[src/design/bs_pkg.sv]
package bs_pkg;

    localparam int MAX_ELEMENTS = 64;
    localparam int DATA_W       = 32;
    localparam int SIZE_W       = 3;
    // index width of the element store, also the largest usable log2 size
    localparam int IDX_W        = $clog2(MAX_ELEMENTS);
    localparam int LG_W         = $clog2(IDX_W + 1);
    localparam int PAIR_W       = (IDX_W > 1) ? IDX_W - 1 : 1;

    localparam logic [SIZE_W-1:0] SIZE_LOG2_RESET = 3'd6;

    typedef logic signed [DATA_W-1:0] data_t;

endpackage

[src/design/bs_ram.sv]
module bs_ram #(
    parameter int WIDTH = 32,
    parameter int DEPTH = 64
) (
    input  logic                     clk,
    input  logic                     we,
    input  logic [$clog2(DEPTH)-1:0] waddr,
    input  logic [WIDTH-1:0]         wdata,
    input  logic                     re,
    input  logic [$clog2(DEPTH)-1:0] raddr_a,
    input  logic [$clog2(DEPTH)-1:0] raddr_b,
    output logic [WIDTH-1:0]         rdata_a,
    output logic [WIDTH-1:0]         rdata_b
);

    logic [WIDTH-1:0] mem [DEPTH];

    always_ff @(posedge clk) begin
        if (we) begin
            mem[waddr] <= wdata;
        end
        // read data holds until the next read
        if (re) begin
            rdata_a <= mem[raddr_a];
            rdata_b <= mem[raddr_b];
        end
    end

endmodule

[src/design/bs_cmp.sv]
module bs_cmp (
    input  bs_pkg::data_t a,
    input  bs_pkg::data_t b,
    input  logic          desc,
    output logic          swap
);
    import bs_pkg::*;

    // ascending pair swaps when lower entry is larger, descending the other way
    always_comb begin
        if (desc) begin
            swap = (b > a);
        end else begin
            swap = (a > b);
        end
    end

endmodule

[src/design/bitonic_sorter.sv]
// Bitonic sorter: collects a set of 2^size_log2 signed 32-bit values (size_log2 written through
// the cfg port, clamped to 1..6, reset 6; a write also drops a partly loaded set), sorts them
// in a 64-entry store with a single compare-exchange unit, then returns them smallest first
// with m_last on the final one. Loading accepts one value per cycle. The network then visits
// lg*(lg+1)/2 * N/2 pairs; each pair is read in ST_READ and compared in ST_CMP, which writes
// the lower entry on an exchange, and ST_WRY then writes the upper one, as the store has a single
// write port. Each result is read in ST_EREAD and held in ST_EOUT until the sink is ready.
// No value is taken while a set is sorted or returned.
module bitonic_sorter (
    input  logic                       aclk,
    input  logic                       aresetn,
    input  logic                       cfg_valid,
    output logic                       cfg_ready,
    input  logic [bs_pkg::SIZE_W-1:0]  cfg_data,
    input  logic                       s_valid,
    output logic                       s_ready,
    input  bs_pkg::data_t              s_value,
    output logic                       m_valid,
    input  logic                       m_ready,
    output bs_pkg::data_t              m_sorted_value,
    output logic                       m_last
);
    import bs_pkg::*;

    typedef enum logic [5:0] {
        ST_LOAD  = 6'b000001,
        ST_READ  = 6'b000010,
        ST_CMP   = 6'b000100,
        ST_WRY   = 6'b001000,
        ST_EREAD = 6'b010000,
        ST_EOUT  = 6'b100000
    } state_t;

    state_t            state_reg, state_next;
    logic [SIZE_W-1:0] size_log2_reg, size_log2_next;
    logic [IDX_W-1:0]  load_count_reg, load_count_next;
    logic [LG_W-1:0]   stage_reg, stage_next;
    logic [LG_W-1:0]   substage_reg, substage_next;
    logic [PAIR_W-1:0] pair_reg, pair_next;
    logic [IDX_W-1:0]  emit_reg, emit_next;

    logic [LG_W-1:0]   lg;
    logic [IDX_W-1:0]  last_idx;
    logic [IDX_W-1:0]  half_last;
    logic [IDX_W-1:0]  j_bit;
    logic [IDX_W-1:0]  j_mask;
    logic [IDX_W-1:0]  pair_ext;
    logic [IDX_W-1:0]  pair_i;
    logic [IDX_W-1:0]  pair_y;
    logic [IDX_W:0]    i_ext;
    logic              desc;
    logic              swap;

    logic              ram_we;
    logic [IDX_W-1:0]  ram_waddr;
    data_t             ram_wdata;
    logic              ram_re;
    logic [IDX_W-1:0]  ram_raddr_a;
    logic [IDX_W-1:0]  ram_raddr_b;
    logic [DATA_W-1:0] ram_rdata_a;
    logic [DATA_W-1:0] ram_rdata_b;

    // effective log2 set size
    always_comb begin
        if (size_log2_reg == '0) begin
            lg = LG_W'(1);
        end else if (size_log2_reg > SIZE_W'(IDX_W)) begin
            lg = LG_W'(IDX_W);
        end else begin
            lg = LG_W'(size_log2_reg);
        end
    end

    assign last_idx  = IDX_W'(((IDX_W + 1)'(1) << lg) - (IDX_W + 1)'(1));
    assign half_last = IDX_W'((IDX_W'(1) << (lg - LG_W'(1))) - IDX_W'(1));

    // lower index of the pair: pair counter with a zero slid in at the partner bit
    assign j_bit    = IDX_W'(1) << substage_reg;
    assign j_mask   = j_bit - IDX_W'(1);
    assign pair_ext = IDX_W'(pair_reg);
    assign pair_i   = IDX_W'({(pair_ext & ~j_mask), 1'b0}) | (pair_ext & j_mask);
    assign pair_y   = pair_i | j_bit;
    assign i_ext    = {1'b0, pair_i};
    assign desc     = i_ext[stage_reg];

    bs_cmp u_cmp (
        .a    (data_t'(ram_rdata_a)),
        .b    (data_t'(ram_rdata_b)),
        .desc (desc),
        .swap (swap)
    );

    bs_ram #(
        .WIDTH (DATA_W),
        .DEPTH (MAX_ELEMENTS)
    ) u_store (
        .clk     (aclk),
        .we      (ram_we),
        .waddr   (ram_waddr),
        .wdata   (ram_wdata),
        .re      (ram_re),
        .raddr_a (ram_raddr_a),
        .raddr_b (ram_raddr_b),
        .rdata_a (ram_rdata_a),
        .rdata_b (ram_rdata_b)
    );

    assign cfg_ready      = 1'b1;
    assign s_ready        = (state_reg == ST_LOAD);
    assign m_valid        = (state_reg == ST_EOUT);
    assign m_sorted_value = data_t'(ram_rdata_a);
    assign m_last         = (emit_reg == last_idx);

    always_comb begin
        state_next      = state_reg;
        size_log2_next  = size_log2_reg;
        load_count_next = load_count_reg;
        stage_next      = stage_reg;
        substage_next   = substage_reg;
        pair_next       = pair_reg;
        emit_next       = emit_reg;
        ram_we          = 1'b0;
        ram_waddr       = pair_i;
        ram_wdata       = s_value;
        ram_re          = 1'b0;
        ram_raddr_a     = pair_i;
        ram_raddr_b     = pair_y;

        case (state_reg)
            ST_LOAD: begin
                ram_waddr = load_count_reg;
                if (s_valid) begin
                    ram_we = 1'b1;
                    if (load_count_reg == last_idx) begin
                        load_count_next = '0;
                        stage_next      = LG_W'(1);
                        substage_next   = '0;
                        pair_next       = '0;
                        state_next      = ST_READ;
                    end else begin
                        load_count_next = load_count_reg + IDX_W'(1);
                    end
                end
            end
            ST_READ: begin
                ram_re     = 1'b1;
                state_next = ST_CMP;
            end
            ST_CMP, ST_WRY: begin
                if (state_reg == ST_CMP) begin
                    ram_waddr = pair_i;
                    ram_wdata = data_t'(ram_rdata_b);
                    ram_we    = swap;
                end else begin
                    ram_waddr = pair_y;
                    ram_wdata = data_t'(ram_rdata_a);
                    ram_we    = 1'b1;
                end
                if (state_reg == ST_CMP && swap) begin
                    state_next = ST_WRY;
                end else begin
                    state_next = ST_READ;
                    if (pair_ext == half_last) begin
                        pair_next = '0;
                        if (substage_reg == '0) begin
                            if (stage_reg == lg) begin
                                emit_next  = '0;
                                state_next = ST_EREAD;
                            end else begin
                                stage_next    = stage_reg + LG_W'(1);
                                substage_next = stage_reg;
                            end
                        end else begin
                            substage_next = substage_reg - LG_W'(1);
                        end
                    end else begin
                        pair_next = pair_reg + PAIR_W'(1);
                    end
                end
            end
            ST_EREAD: begin
                ram_re      = 1'b1;
                ram_raddr_a = emit_reg;
                state_next  = ST_EOUT;
            end
            ST_EOUT: begin
                if (m_ready) begin
                    if (m_last) begin
                        state_next = ST_LOAD;
                    end else begin
                        emit_next  = emit_reg + IDX_W'(1);
                        state_next = ST_EREAD;
                    end
                end
            end
            default: begin
                state_next = ST_LOAD;
            end
        endcase

        // a size write drops any partly loaded set
        if (cfg_valid) begin
            size_log2_next  = cfg_data;
            load_count_next = '0;
        end
    end

    always_ff @(posedge aclk) begin
        if (!aresetn) begin
            state_reg      <= ST_LOAD;
            size_log2_reg  <= SIZE_LOG2_RESET;
            load_count_reg <= '0;
            stage_reg      <= LG_W'(1);
            substage_reg   <= '0;
            pair_reg       <= '0;
            emit_reg       <= '0;
        end else begin
            state_reg      <= state_next;
            size_log2_reg  <= size_log2_next;
            load_count_reg <= load_count_next;
            stage_reg      <= stage_next;
            substage_reg   <= substage_next;
            pair_reg       <= pair_next;
            emit_reg       <= emit_next;
        end
    end

    a_phases_exclusive: assert property (
        @(posedge aclk) disable iff (!aresetn) m_valid |-> !s_ready
    ) else $error("input accepted while results pending");

    a_back_to_load: assert property (
        @(posedge aclk) disable iff (!aresetn) (m_valid && m_ready && m_last) |=> s_ready
    ) else $error("block did not return to loading after last transfer");

    a_cfg_drops_set: assert property (
        @(posedge aclk) disable iff (!aresetn) (cfg_valid && cfg_ready) |=> load_count_reg == '0
    ) else $error("size write did not drop the partial set");

    a_pair_order: assert property (
        @(posedge aclk) disable iff (!aresetn) (state_reg == ST_CMP) |-> (pair_y > pair_i)
    ) else $error("pair partner not above lower index");

    a_stage_range: assert property (
        @(posedge aclk) disable iff (!aresetn)
        (state_reg == ST_READ) |-> (stage_reg <= lg && substage_reg < stage_reg)
    ) else $error("network counters out of range");

endmodule
[config.mk]
export PLATFORM = sky130hd
export DESIGN_NAME = bitonic_sorter
export DESIGN_NICKNAME = d
export VERILOG_FILES = /design/src/design/bs_pkg.sv /design/src/design/bs_ram.sv /design/src/design/bs_cmp.sv /design/src/design/bitonic_sorter.sv
export SDC_FILE = /design/constraint.sdc
export NUM_CORES = 2
export LEC_CHECK = 0
export ABC_CLOCK_PERIOD_IN_PS = 7700
export BUFFER_PORTS_ARGS = -buffer_cell sky130_fd_sc_hd__buf_2
export CAP_MARGIN = 5
export CORE_MARGIN = 2
export CORE_UTILIZATION = 35
export DETAILED_ROUTE_END_ITERATION = 6
export GPL_TIMING_DRIVEN = 0
export MAX_ROUTING_LAYER = met4
export PLACE_DENSITY = 0.52
export SLEW_MARGIN = 20
export SYNTH_ARGS = -nofsm -noshare
export SYNTH_HDL_FRONTEND = slang
export SYNTH_SLANG_ARGS = --single-unit
[constraint.sdc]
create_clock -name aclk -period 7.7 [get_ports aclk]
set_clock_uncertainty 0.1 [all_clocks]
set_input_delay 0.77 -clock aclk [delete_from_list [all_inputs] [get_ports aclk]]
set_output_delay 0.77 -clock aclk [all_outputs]
set_load 0.03 [all_outputs]
Yosys cells after proc, flatten, opt, wreduce, memory -nomap -nowiden
Memories as Yosys holds them, arrays and structs flattened. A register that Yosys moved wholly into a read port is not among the register bits.
Index checks and enable logic that the tools add are counted.

word-level totals
  register bits after elaboration = 32
  RAM bits = 2048
  output and inout bits = 36
  word-level logic and storage cells = 116
  memories = 1

cells by class
  add/subtract/negate cells = 9
  $lt $le $gt $ge = 4
  eq/ne operators = 20
  shifts and indexed selects = 3
  multiplexer cells = 52
  bitwise logic cells = 6
  reductions and logical operators = 14

memories
  memory       words  width  read ports  clocked after Yosys merged registers in  wr ports  RTL line      source
  u_store.mem  64     32     2           2                                        1         bs_ram.sv:16  logic [WIDTH-1:0] mem [DEPTH];

operators with widths
  kind                                              count
  2-to-1 mux 6 bit                                  12
  greater-than comparator 32 bit                    2
  2-to-1 mux 32 bit                                 2
  2-to-1 mux 5 bit                                  9
  2-to-1 mux 3 bit                                  14
  case mux 6 bit (5 select lines)                   1
  case mux 6 bit (2 select lines)                   2
  << shifter 1 x 3 -> 6 bit, first input constant   3
  != test 2 bit, second input constant              7
  AND reduction 7 bit                               2
  adder 6 x 1 -> 6 bit, second input constant       2
  == test 6 bit                                     2
  OR 6 bit                                          2
  case mux 3 bit (2 select lines)                   2
  subtractor 6 x 2 -> 6 bit, second input constant  2
  case mux 5 bit (2 select lines)                   1
  2-to-1 mux 1 bit                                  7
  bitwise AND 5 x 6 -> 6 bit                        1
  == test 5 x 6 -> 1 bit                            1
  == test 6 x 1 -> 1 bit, second input constant     1
  == test 6 x 2 -> 1 bit, second input constant     1
  == test 6 x 3 -> 1 bit, second input constant     1
  == test 6 x 4 -> 1 bit, second input constant     1
  == test 6 x 5 -> 1 bit, second input constant     1
  other kinds (23)                                  29

Logic depth before layout (Yosys ltp)
  word-level depth = 12
  depth in mapped cells = 20
  mapped depth without buffers = 14

Cells and area by module
From an unflattened synthesis, not the netlist that was laid out.

unflattened totals
  cell total of the unflattened synthesis = 5002
  area, all modules = 100567.7 um2

modules (own cells, without submodules)
  module          instances  cells each  area an instance (um2)
  bs_ram          1          4409        96356.2
  bitonic_sorter  1          477         3382.0
  bs_cmp          1          116         829.5

Worst setup path after synthesis
Ideal clock, no wire load.

  path type = register to register
  from = register substage_reg[0]
  to = memory u_store.mem[44][0], enable pin
  setup time = 0.421 ns
  arrival time = 4.570 ns
  required time = 7.179 ns
  slack = 2.609 ns
  cell stages (with the launch flop) = 17
  clock period less this slack = 5.091 ns
  path through = dfxtp_1 inv_1 ha_1 buf_6 nor2b_1 buf_2 inv_2 ha_1 nand2b_1 o22ai_1 o41ai_1 o32ai_2 or4_1 o41a_2 nand4_2 nand3_1 nor2_1

on the way
  word-level cells in the longest chain between the ends = 12
  elaborated cells between the ends (all ways) = 16
  those cells by class = add/sub: 1; shift: 1; mux: 9; bitwise: 5

ends and longest elaborated chain
  item                                    RTL line               source
  start: declaration                      bitonic_sorter.sv:38   logic [LG_W-1:0] substage_reg, substage_next;
  start signal: assignment                bitonic_sorter.sv:222  substage_reg <= substage_next;
  << shifter 1 x 3 -> 6 bit (*)           bitonic_sorter.sv:78   assign j_bit = IDX_W'(1) << substage_reg;
  subtractor 6 x 1 -> 6 bit               bitonic_sorter.sv:79   assign j_mask = j_bit - IDX_W'(1);
  inverter 5 bit                          bitonic_sorter.sv:81   assign pair_i = IDX_W'({(pair_ext & ~j_mask), 1'b0}) | (pair_ext & j_mask);
  bitwise AND 5 bit                       bitonic_sorter.sv:81
  OR 6 bit                                bitonic_sorter.sv:81
  binary-select mux 1 bit (select 3 bit)  bitonic_sorter.sv:84   assign desc = i_ext[stage_reg];
  2-to-1 mux 1 bit (implied by the code)  bitonic_sorter.sv:84
  2-to-1 mux 1 bit                        bs_cmp.sv:11           if (desc) begin
  2-to-1 mux 1 bit                        bitonic_sorter.sv:150  if (state_reg == ST_CMP) begin
  case mux 1 bit (2 select lines)         bitonic_sorter.sv:129  case (state_reg)
  2-to-1 mux 1 bit                        bs_ram.sv:19           if (we) begin
  2-to-1 mux 1 bit (implied by the code)  bs_ram.sv:20           mem[waddr] <= wdata;
  end: declaration                        bs_ram.sv:16

Every way passes the cells marked *; elsewhere a longest branch is shown, timed or not. The select of a mux whose other input is x is not followed.

Final worst setup path
  from = register substage_reg[0]
  to = register u_store.rdata_a[17] (read register of u_store.mem), data pin

on the way
  word-level cells in the longest chain between the ends = 6
  elaborated cells between the ends (all ways) = 7
  those cells by class = add/sub: 1; shift: 1; mux: 1; bitwise: 4

ends and longest elaborated chain
  item                           RTL line               source
  << shifter 1 x 3 -> 6 bit (*)  bitonic_sorter.sv:78
  subtractor 6 x 1 -> 6 bit (*)  bitonic_sorter.sv:79
  inverter 5 bit                 bitonic_sorter.sv:81
  bitwise AND 5 bit              bitonic_sorter.sv:81
  OR 6 bit (*)                   bitonic_sorter.sv:81
  2-to-1 mux 6 bit (*)           bitonic_sorter.sv:129
  end: declaration               bs_ram.sv:12           output logic [WIDTH-1:0] rdata_a,

Every way passes the cells marked *; elsewhere a longest branch is shown, timed or not.
A chain may end at the register's enable or synchronous reset.

==> results.yml <==
outcome:
  status: "complete, but fails checks"
  violations: "DRC"
routing:
  top_layer_used: "met4"
  wl_per_cell_um: 37.40
  via_per_inst: 6.239
  wl_met3_mm: 49.88
  wl_mm: 487.9
  first_pass_iters: 7
  antenna_left: 0
  drcViolationCount: 1
  num_vias: 81400
  wl_met1_mm: 179.0
  drtIter0Drc: 13070
  dr_wl_met2_mm: 215.6
pwr:
  peakVddDrop_mv: 0.1903
  swShare_pct: 22.52
  clkPwrFrac_pct: 45.2
  power_frac_seq_pct: 50.9
  leakagePower_uw: 0.04120
  cellPowerDensity_nw_per_um2: 208.5
  p_int_uw: 19700
  power_switching_uw: 5724
  combPwrFrac_pct: 3.9
  total_power_uw: 25420
clock_tree:
  post_cts_resized: 0
  numCtsBuffers: 242
  root_buffer: "clkbuf_16"
  post-cts-setup-buffers: 0
  htreeDepth: 4
  cts_tree: "done"
  insertion_delay_ps: 950
  cts_sinks: 2144
  clock_path_buffers: 4
  path_clk_slew_ps: 60
timing:
  rsz0062_at_grt: "false"
  max_freq_ghz: 0.1381
  relSlewSlack_pct: 6.289
  worst_slew_pin_slew_ps: 1396
  slew_violations: 0
  fin_crit_sh_pct: 94.02
  setup_viol_count_final: 0
  finalCriticalPeriod_ps: 7240
  final-hold-violation-count: 0
placement:
  dp_cells: 12590
  place_congestion: 1.075
  dp_hpwl_mm: 365.0
  placed_area_um2: 114300
  port_buffers: 74
grt:
  grt_pass1_wl_mm: 650.2
  grt.total_usage_pct: 32.52
  grt-ovfl-total: 0
  grt_max_degree: 65
  antenna_found_initial: 45
  first_global_vias: 76930
logic_synthesis:
  synth_edf_count: 2112
  synth_ff_type: "edfxtp_1"
  syn_avg_cell_area_um2: 12.37
  syn_area_um2: 104000
  synth-seq-cells: 2144
  yosysSeqAreaShare_pct: 61.61
  synthArstFlopShare_pct: 0
  yosysWarnings: 0
  synth.distinct_cells: 82
  syn_inst: 8403
cells_and_area:
  reg_top3: "u_store.mem x2048, u_store.rdata_a x32, u_store.rdata_b x32"
  fill_cells: 27730
  stdcell_area_um2: 122000
  drive_gt1_share_pct: 17.28
  fin_cells: 13050
  final_common_cell: "nand2_1"
  layout_common_cells: "2,501 x nand2_1, 2,112 x edfxtp_1, 923 x nand3_1"
  top_register: "u_store.mem"
  fin_util_pct: 41.16
  largest_reg_flops: 2048
  nNetsFinal: 8985
  syn_to_final_growth_pct: 17.28
worst_setup_path:
  worst-setup-path-type: "flop to flop"
  critPathSlowestCell: "a31oi_1"
  cp_common_cell: "buf_2"
  slowest_delay_ps: 910
  worstPathArrival_ps: 7760
  path_buf_inv: 7
  crit_family: "buffers and inverters"
  cp-start-kind: "flop"
  crit_chain: "inv_1, ha_1, buf_6, nor2b_1, buf_2, nor2_1, mux2_2, buf_2, buf_2, buf_2, buf_1, nand2_1, nand3_1, nand3_1, o211ai_1, nand4_1, a31oi_1"
  crit_required_ps: 8220
  worstPathMaxFanout: 12
  critPathCaptureType: "flop"
min_path:
  hold_class: "input pin to flop"
die:
  die_x_um: 549.1
  dieArea_um2: 301500
  io_pins: 76
  core-area_um2: 296300
  start_util_pct: 35.10
  placementRows: 200
  die_y_um: 549.1
job:
  max-cap-violations: 0
-- metal layers --
metal  global-route usage, %  up-vias
li1                        -    32960
met3                   7.437     1255
met4                   23.69        0
met1                   39.32    41670
met5                       -        -
met2                   47.79     5520
-- worst min-delay path, delay by kind of cell --
kind	cells	cell delay, ps
mux	1	80
buf+inv	1	150
simple gates	1	60
-- power by group through the flow --
stage | combinational, uW | sequential, uW | clock, uW
2_1_floorplan | 338 | 13200 | 0
3_3_place_gp | 754 | 13200 | 0
3_5_place_dp | 932 | 13200 | 0
4_1_cts | 936 | 12900 | 11500
5_1_grt | 976 | 12900 | 11900
6_report | 979 | 12900 | 11500
-- logic make-up (layout without fill, tap and decap cells) --
| kind of cell | count (synthesis) | in the layout | synth area share, % |
|---|---|---|---|
| AO/OA/AOI/OAI | 984 | 984 | 7.101 |
| XOR/XNOR | 17 | 17 | 0.1432 |
| adder cells (fa/ha/maj) | 44 | 44 | 0.5295 |
| buffers and inverters | 737 | 1412 | 3.062 |
| flip-flops | 2144 | 2144 | 61.61 |
| multiplexers | 523 | 523 | 11.20 |
| other | 1 | 31 | 0.003606 |
| AND/OR/NAND/NOR | 3953 | 3953 | 16.35 |
-- final timing paths --
| kind | from | endpoint | slack, ps | cells after the start |
|---|---|---|---|---|
| worst max-delay path | substage_reg[0] | u_store.rdata_a[17] | 460 | 17 |
| worst min register to register | emit_reg[5] | emit_reg[5] | 430 | 1 |
| worst max register to register | substage_reg[0] | u_store.rdata_a[17] | 460 | 17 |
| worst min-delay path | cfg_valid | size_log2_reg[1] | 60 | 3 |
-- synthesized netlist by cell type (44+ instances only) --
| master | instances | share of area [%] |
|---|---|---|
| a311oi_1 | 258 | 2.2 |
| o211ai_1 | 132 | 0.95 |
| inv_1 | 53 | 0.19 |
| a31oi_1 | 162 | 0.97 |
| buf_2 | 256 | 1.2 |
| nand3_1 | 923 | 4.4 |
| and3_1 | 135 | 0.81 |
| and2_1 | 141 | 0.85 |
| nand2_1 | 2518 | 9.1 |
| a211oi_1 | 161 | 1.2 |
| a211o_1 | 64 | 0.54 |
| ha_1 | 44 | 0.53 |
| a21oi_1 | 87 | 0.42 |
| buf_1 | 46 | 0.17 |
| nor2_1 | 132 | 0.48 |
| mux4_2 | 512 | 11 |
| clkbuf_1 | 355 | 1.3 |
| edfxtp_1 | 2112 | 61 |
-- area by class of cell --
type | instances | area [um^2] | area share [%]
multi-input combinational | 5523 | 37690 | 30.91
antenna | 29 | 72.57 | 0.05951
buffer | 681 | 3024 | 2.480
sequential | 2144 | 64060 | 52.53
clock inverter | 133 | 1326 | 1.088
tap | 3939 | 4928 | 4.041
inverter | 56 | 210.2 | 0.1724
timing repair buffer | 253 | 4382 | 3.593
clock buffer | 289 | 6254 | 5.128
-- metrics by stage --
stage	TNS (ps)	hold slack (ps)	setup slack (ps)
finish	0	60.14	460.5
global route	0	70.90	676.6
CTS	0	18.03	958.0
detailed placement	0	426.6	977.8
global placement	-3543670	418.1	-2807
floorplan	0	379.5	2609
-- what timing repair did --
item / in CTS / in global routing
hold buffers: 4 / 0
hold endpoints to repair: 3 / 0
endpoints found under the setup margin: 0 / 0
No activity file was read; power rests on OpenSTA's default activity.
